**src/design/ills_pkg.sv**
```systemverilog
// Shared types and constants for the indexed linked list store.
// No dependencies; imported by every design module.
`timescale 1ns / 1ps
`default_nettype none
package ills_pkg;

  localparam int CAPACITY = 256;
  localparam int SLOT_W   = $clog2(CAPACITY);
  localparam int CNT_W    = SLOT_W + 1;
  localparam int VAL_W    = 32;
  localparam int KIND_W   = 3;
  localparam int STAT_W   = 2;

  typedef enum logic [KIND_W-1:0] {
    KIND_INS_HEAD = 3'd0,
    KIND_INS_POS  = 3'd1,
    KIND_DEL_HEAD = 3'd2,
    KIND_DEL_POS  = 3'd3,
    KIND_SEARCH   = 3'd4
  } kind_t;

  typedef enum logic [STAT_W-1:0] {
    ST_DONE    = 2'd0,
    ST_RANGE   = 2'd1,
    ST_FULL    = 2'd2,
    ST_MISSING = 2'd3
  } status_t;

  typedef enum logic [3:0] {
    S_IDLE, S_INIT, S_WAIT, S_CHK, S_INS_B, S_DWAIT, S_DEL_B, S_OUT
  } ctl_state_t;

  typedef enum logic [3:0] {
    OP_NONE, OP_LOAD, OP_INIT, OP_STEP, OP_RANGE, OP_FULL, OP_MISS, OP_FOUND,
    OP_INS_HEAD, OP_INS_A, OP_INS_B, OP_DEL_HEAD, OP_DEL_A, OP_DEL_B, OP_OUT
  } dp_op_t;

  typedef struct packed {
    dp_op_t op;
  } dp_cmd_t;

  typedef struct packed {
    logic [KIND_W-1:0] kind;
    logic              ins_over;   // insert position beyond count
    logic              del_over;   // delete position at or beyond count
    logic              pos_zero;   // effective position is the head
    logic              at_prev;    // walk stands on the node before the position
    logic              at_end;     // walk has visited every entry
    logic              match;      // current node holds the searched value
    logic              full;
    logic              out_busy;   // result register occupied and stalled
  } dp_stat_t;

endpackage
`default_nettype wire

```
**src/design/ills_ctrl.sv**
```systemverilog
// Controller for the indexed linked list store: sequences walks and updates.
// Depends on ills_pkg; drives ills_dp through a command struct.
`timescale 1ns / 1ps
`default_nettype none
module ills_ctrl
  import ills_pkg::*;
(
  input  wire logic     clk,
  input  wire logic     rst_n,
  input  wire logic     in_valid,
  output logic          in_ready,
  input  wire dp_stat_t stat,
  output dp_cmd_t       cmd
);

  ctl_state_t state_r, state_nxt;
  dp_op_t     chk_op;

  // Decide the action taken while checking the current node
  always_comb begin
    chk_op = OP_RANGE;
    case (stat.kind)
      KIND_INS_HEAD, KIND_INS_POS: begin
        if (stat.kind == KIND_INS_POS && stat.ins_over) chk_op = OP_RANGE;
        else if (stat.full) chk_op = OP_FULL;
        else if (stat.kind == KIND_INS_HEAD || stat.pos_zero) chk_op = OP_INS_HEAD;
        else if (stat.at_prev) chk_op = OP_INS_A;
        else chk_op = OP_STEP;
      end
      KIND_DEL_HEAD, KIND_DEL_POS: begin
        if (stat.del_over) chk_op = OP_RANGE;
        else if (stat.pos_zero) chk_op = OP_DEL_HEAD;
        else if (stat.at_prev) chk_op = OP_DEL_A;
        else chk_op = OP_STEP;
      end
      KIND_SEARCH: begin
        if (stat.at_end) chk_op = OP_MISS;
        else if (stat.match) chk_op = OP_FOUND;
        else chk_op = OP_STEP;
      end
      default: chk_op = OP_RANGE;
    endcase
  end

  // Next state
  always_comb begin
    state_nxt = state_r;
    case (state_r)
      S_IDLE:  if (in_valid) state_nxt = S_INIT;
      S_INIT:  state_nxt = S_WAIT;
      S_WAIT:  state_nxt = S_CHK;
      S_CHK: begin
        case (chk_op)
          OP_STEP:  state_nxt = S_WAIT;
          OP_INS_A: state_nxt = S_INS_B;
          OP_DEL_A: state_nxt = S_DWAIT;
          default:  state_nxt = S_OUT;
        endcase
      end
      S_INS_B: state_nxt = S_OUT;
      S_DWAIT: state_nxt = S_DEL_B;
      S_DEL_B: state_nxt = S_OUT;
      S_OUT:   if (!stat.out_busy) state_nxt = S_IDLE;
      default: state_nxt = S_IDLE;
    endcase
  end

  // Outputs
  always_comb begin
    in_ready = 1'b0;
    cmd.op   = OP_NONE;
    case (state_r)
      S_IDLE: begin
        in_ready = 1'b1;
        if (in_valid) cmd.op = OP_LOAD;
      end
      S_INIT:  cmd.op = OP_INIT;
      S_CHK:   cmd.op = chk_op;
      S_INS_B: cmd.op = OP_INS_B;
      S_DEL_B: cmd.op = OP_DEL_B;
      S_OUT:   if (!stat.out_busy) cmd.op = OP_OUT;
      default: cmd.op = OP_NONE;
    endcase
  end

  always_ff @(posedge clk) begin
    if (!rst_n) state_r <= S_IDLE;
    else        state_r <= state_nxt;
  end

endmodule
`default_nettype wire

```
**config.mk**
```make
export PLATFORM = sky130hd
export DESIGN_NAME = ills_ctrl
export DESIGN_NICKNAME = d
export VERILOG_FILES = /design/src/design/ills_pkg.sv /design/src/design/ills_ctrl.sv
export SDC_FILE = /design/constraint.sdc
export NUM_CORES = 1
export LEC_CHECK = 0
export BUFFER_PORTS_ARGS = -buffer_cell sky130_fd_sc_hd__buf_2
export CAP_MARGIN = 25
export CORE_MARGIN = 10
export CORE_UTILIZATION = 27
export DETAILED_ROUTE_END_ITERATION = 7
export PLACE_DENSITY = 0.47
export SLEW_MARGIN = 0
export SYNTH_ARGS = -nofsm -noshare
export SYNTH_HDL_FRONTEND = slang
export SYNTH_SLANG_ARGS = --single-unit
```
**constraint.sdc**
```tcl
create_clock -name clk -period 4.8 [get_ports clk]
set_clock_uncertainty 0.2 [all_clocks]
set_input_delay 1.44 -clock clk [delete_from_list [all_inputs] [get_ports clk]]
set_output_delay 1.44 -clock clk [all_outputs]
set_load 0.1 [all_outputs]
```
* Yosys cells after proc, flatten, opt, wreduce, memory -nomap -nowiden
Index checks and enable logic that the tools add are counted.
** Word-level totals
- Input bits :: 14
- Flip-flop bits (word level) :: 4
** Cells by class
- Multiplexer cells :: 18
- Reduce and logical (&&, ||, !) cells :: 8
- Eq/ne operators :: 16
** Operator list (count)
- $mux 4 :: 10
- $pmux 4 s7 :: 1
- $pmux 4 s6 :: 1
- $eq 4x3->1 const B :: 4
- $eq 4x2->1 const B :: 3
- $pmux 4 s3 :: 1
- $pmux 3 s3 :: 1
- $eq 4x4->1 const B :: 2
- $eq 3x2->1 const B :: 2
- $mux 3 :: 2
- $reduce_or 2->1 :: 3
- $eq 4x1->1 const B :: 1
- $logic_not 4->1 :: 1
- $ne 2x2->1 const B :: 2
- $eq 3x1->1 const B :: 1
- $eq 3x3->1 const B :: 1
- $logic_not 3->1 :: 1
- $mux 1 :: 2
- $reduce_and 2->1 :: 1
- $logic_and 1x1->1 :: 1
- $logic_or 1x1->1 :: 1

* Logic depth before layout (Yosys ltp)
- Word-level depth :: 9
- Mapped depth :: 6

* Worst setup path before layout
OpenSTA, ideal clock, no wires.
- Path type :: input to output
- Start point :: input stat[9] (netlist bit)
- End point :: output cmd[2] (netlist bit)
- Stages :: 5
- Buffers on the path :: 1
- Setup slack :: -1.111 ns
- Arrival time :: 4.271 ns
- Cell sequence :: buf_6 > nor3b_1 > nand2b_1 > a31oi_1 > a311oi_1
** RTL lines
- start: declaration :: RTL line ills_ctrl.sv:12 : input wire dp_stat_t stat,
- end: declaration :: RTL line ills_ctrl.sv:13 : output dp_cmd_t cmd

==> results.cfg <==
[status]
run_status = finished, final reports clean

[synth]
synth_cell_types = 35
synth_edf_count = 0
yosysWarnings = 0
syn_area_um2 = 435
synthDominantCellAreaShare_pct = 13.8
yosysTopAreaCell = dfxtp_1
synth_area_per_cell_um2 = 7.02
seq_area_frac_synth_pct = 13.8
async_reset_ff_share_pct = 0
syn_nets = 76
ys.flop_type = dfxtp_1
syn_inst = 62
synth_area_leaders = dfxtp_1 14%, a31oi_1 5.7%, o21ai_0 5.7%, nand2_1 5.2%, nor3_2 4.6%
synth_seq_cells = 3

[detailed_routing]
first_iter_violations = 7
wire_per_inst_um = 14.1
wirelength_mm = 1.35
routed_via_density = 5.61
first_pass_iters = 4
ant_nets = 0
drc = 0
route.vias.total = 539

[global_route]
gr-total-overflow = 0
grt_pass1_wl_mm = 2.30
antenna_found_initial = 0
track_usage_pct = 7.73
grt_max_degree = 13
first_global_vias = 513

[cells_and_area]
layout_common_cells = 18 x buf_2, 6 x nand2_1, 5 x o21ai_0, 4 x a31oi_1
antenna_cells = 0
drive_above_1_share_pct = 36.3
fin_nets = 95
final_util_pct = 36.7
reg_top3 = state_r (3)
top_register = state_r
syn_to_final_growth_pct = 28.4
nFillCells = 183
final_cells = 96
largest_register_ffs = 3
final_common_cell = buf_2

[power]
power_per_cell_area_nw_per_um2 = 296
ir_drop_mv = 0.141
finalPower_mw = 0.166
p_leak_nw = 0.232

[clock_network]
cts.sinks = 3
cts_tree = done
clk_latency_ns = 0.23
root_buffer = clkbuf_4
clkTransAtPathRegs_ns = 0.03
hold_buffers = 0
htreeDepth = 1
cts_setup_buffers = 0
cts_buffer_depth = 2
cts-resized-gates = 0
cts_buffers = 3

[sta]
finalSetupViolCount = 0
hold_viol = 0
whs_ns = 0.461
grt_setup_unrepaired = no
slew_viol_final = 0
tightest_slew_ns = 0.492
fmax_mhz = 221
post-route-period-util_pct = 94.3
slew_headroom_pct = 67.5
min_period_ns = 4.53

[placement]
dp.cells = 92
hpwlAfterDp_mm = 1.10
port_buffers = 18
gp_congestion = 0.743

[critical_path]
r2r_slack_ns = 3.26
cp-start-kind = input pin
crit_fanout = 9
critPathCaptureType = output port
crit_required_ns = 3.16
crit_slowest_cell = buf_2
slowest_delay_ns = 0.44
critPathKind = in2out
path_cells = buf_2, nor3b_1, nand2b_1, a31oi_1, nand4_1, o21ai_1, buf_2
ff2ff_path_depth = 5
worstPathArrival_ns = 2.89
rr_startpoint = state_r[2]
path_common_cell = buf_2
crit_start = stat[9]

[worst_hold_path]
hold_depth = 1
hold_start = state_r[0]
hp-class = reg2reg

[die]
core-area_um2 = 1520
die_area_um2 = 3620
num_io_pins = 19
die_w_um = 60.2
initial_core_util_pct = 28.6
rows = 14
die_y_um = 60.2

[flow_run]
cap_violations = 0
cell type report:
cell class	instances	area [um2]	area share [%]
timing repair buffer	18	90.1	16.1
sequential	3	60.1	10.7
multi-input combinational	52	352	62.9
tap	16	20.0	3.58
clock buffer	4	26.3	4.70
inverter	3	11.3	2.01
routing by layer:
layer | up-vias | share of wire, % | GRT usage, %
met1 | 248 | 47 | 9.27
met5 | - | 0 | 0
met3 | 0 | 7.5 | 3.18
li1 | 275 | - | -
met2 | 16 | 46 | 11.9
met4 | 0 | 0 | 2.88
synth_stat cells, types with 2 or more instances:
cell and count:
dfxtp_1 3, nor3b_1 2, a21o_1 2, nor3_2 2, clkbuf_1 3, nor3_1 2
o21ai_1 3, nor2_1 3, nand2_1 6, o21ai_0 5, inv_1 2, nand2b_1 2
a31oi_1 4, a21oi_1 2
cells by family (layout without fill, tap and decap cells):
| family | after synthesis | in the layout | share of synthesized area, % |
|---|---|---|---|
| DFF | 3 | 3 | 13.8 |
| xor gates and xnor gates | 1 | 1 | 2.01 |
| and+or+nand+nor | 26 | 26 | 35.1 |
| buffers and inverters | 7 | 25 | 7.76 |
| AOI/OAI and AO/OA | 25 | 25 | 41.4 |
power by group:
group          switching [mW]  internal [mW]
Sequential            0.00802         0.0278
Clock                  0.0126         0.0311
Combinational          0.0647         0.0215
Total                  0.0854         0.0804
worst paths after layout:
path,to
worst max-delay path,cmd[0]
worst min-delay path,state_r[0]
worst max register to register,state_r[0]
worst min register to register,state_r[0]
critical path: cells and delay by family:
family | cells | cell delay (ns)
and+or+nand+nor | 3 | 0.55
AOI/OAI and AO/OA | 2 | 0.30
buffers and inverters | 2 | 0.59
per-stage QoR:
stage	TNS [ns]	worst slack, ns	instance area (um2)
after floorplan	-0.160	-0.160	445
after global placement	0	0.279	533
after detailed placement	0	0.278	533
after CTS	0	0.258	559
after global routing	0	0.158	559
final	0	0.275	559
(Power assumes the default switching activity.)
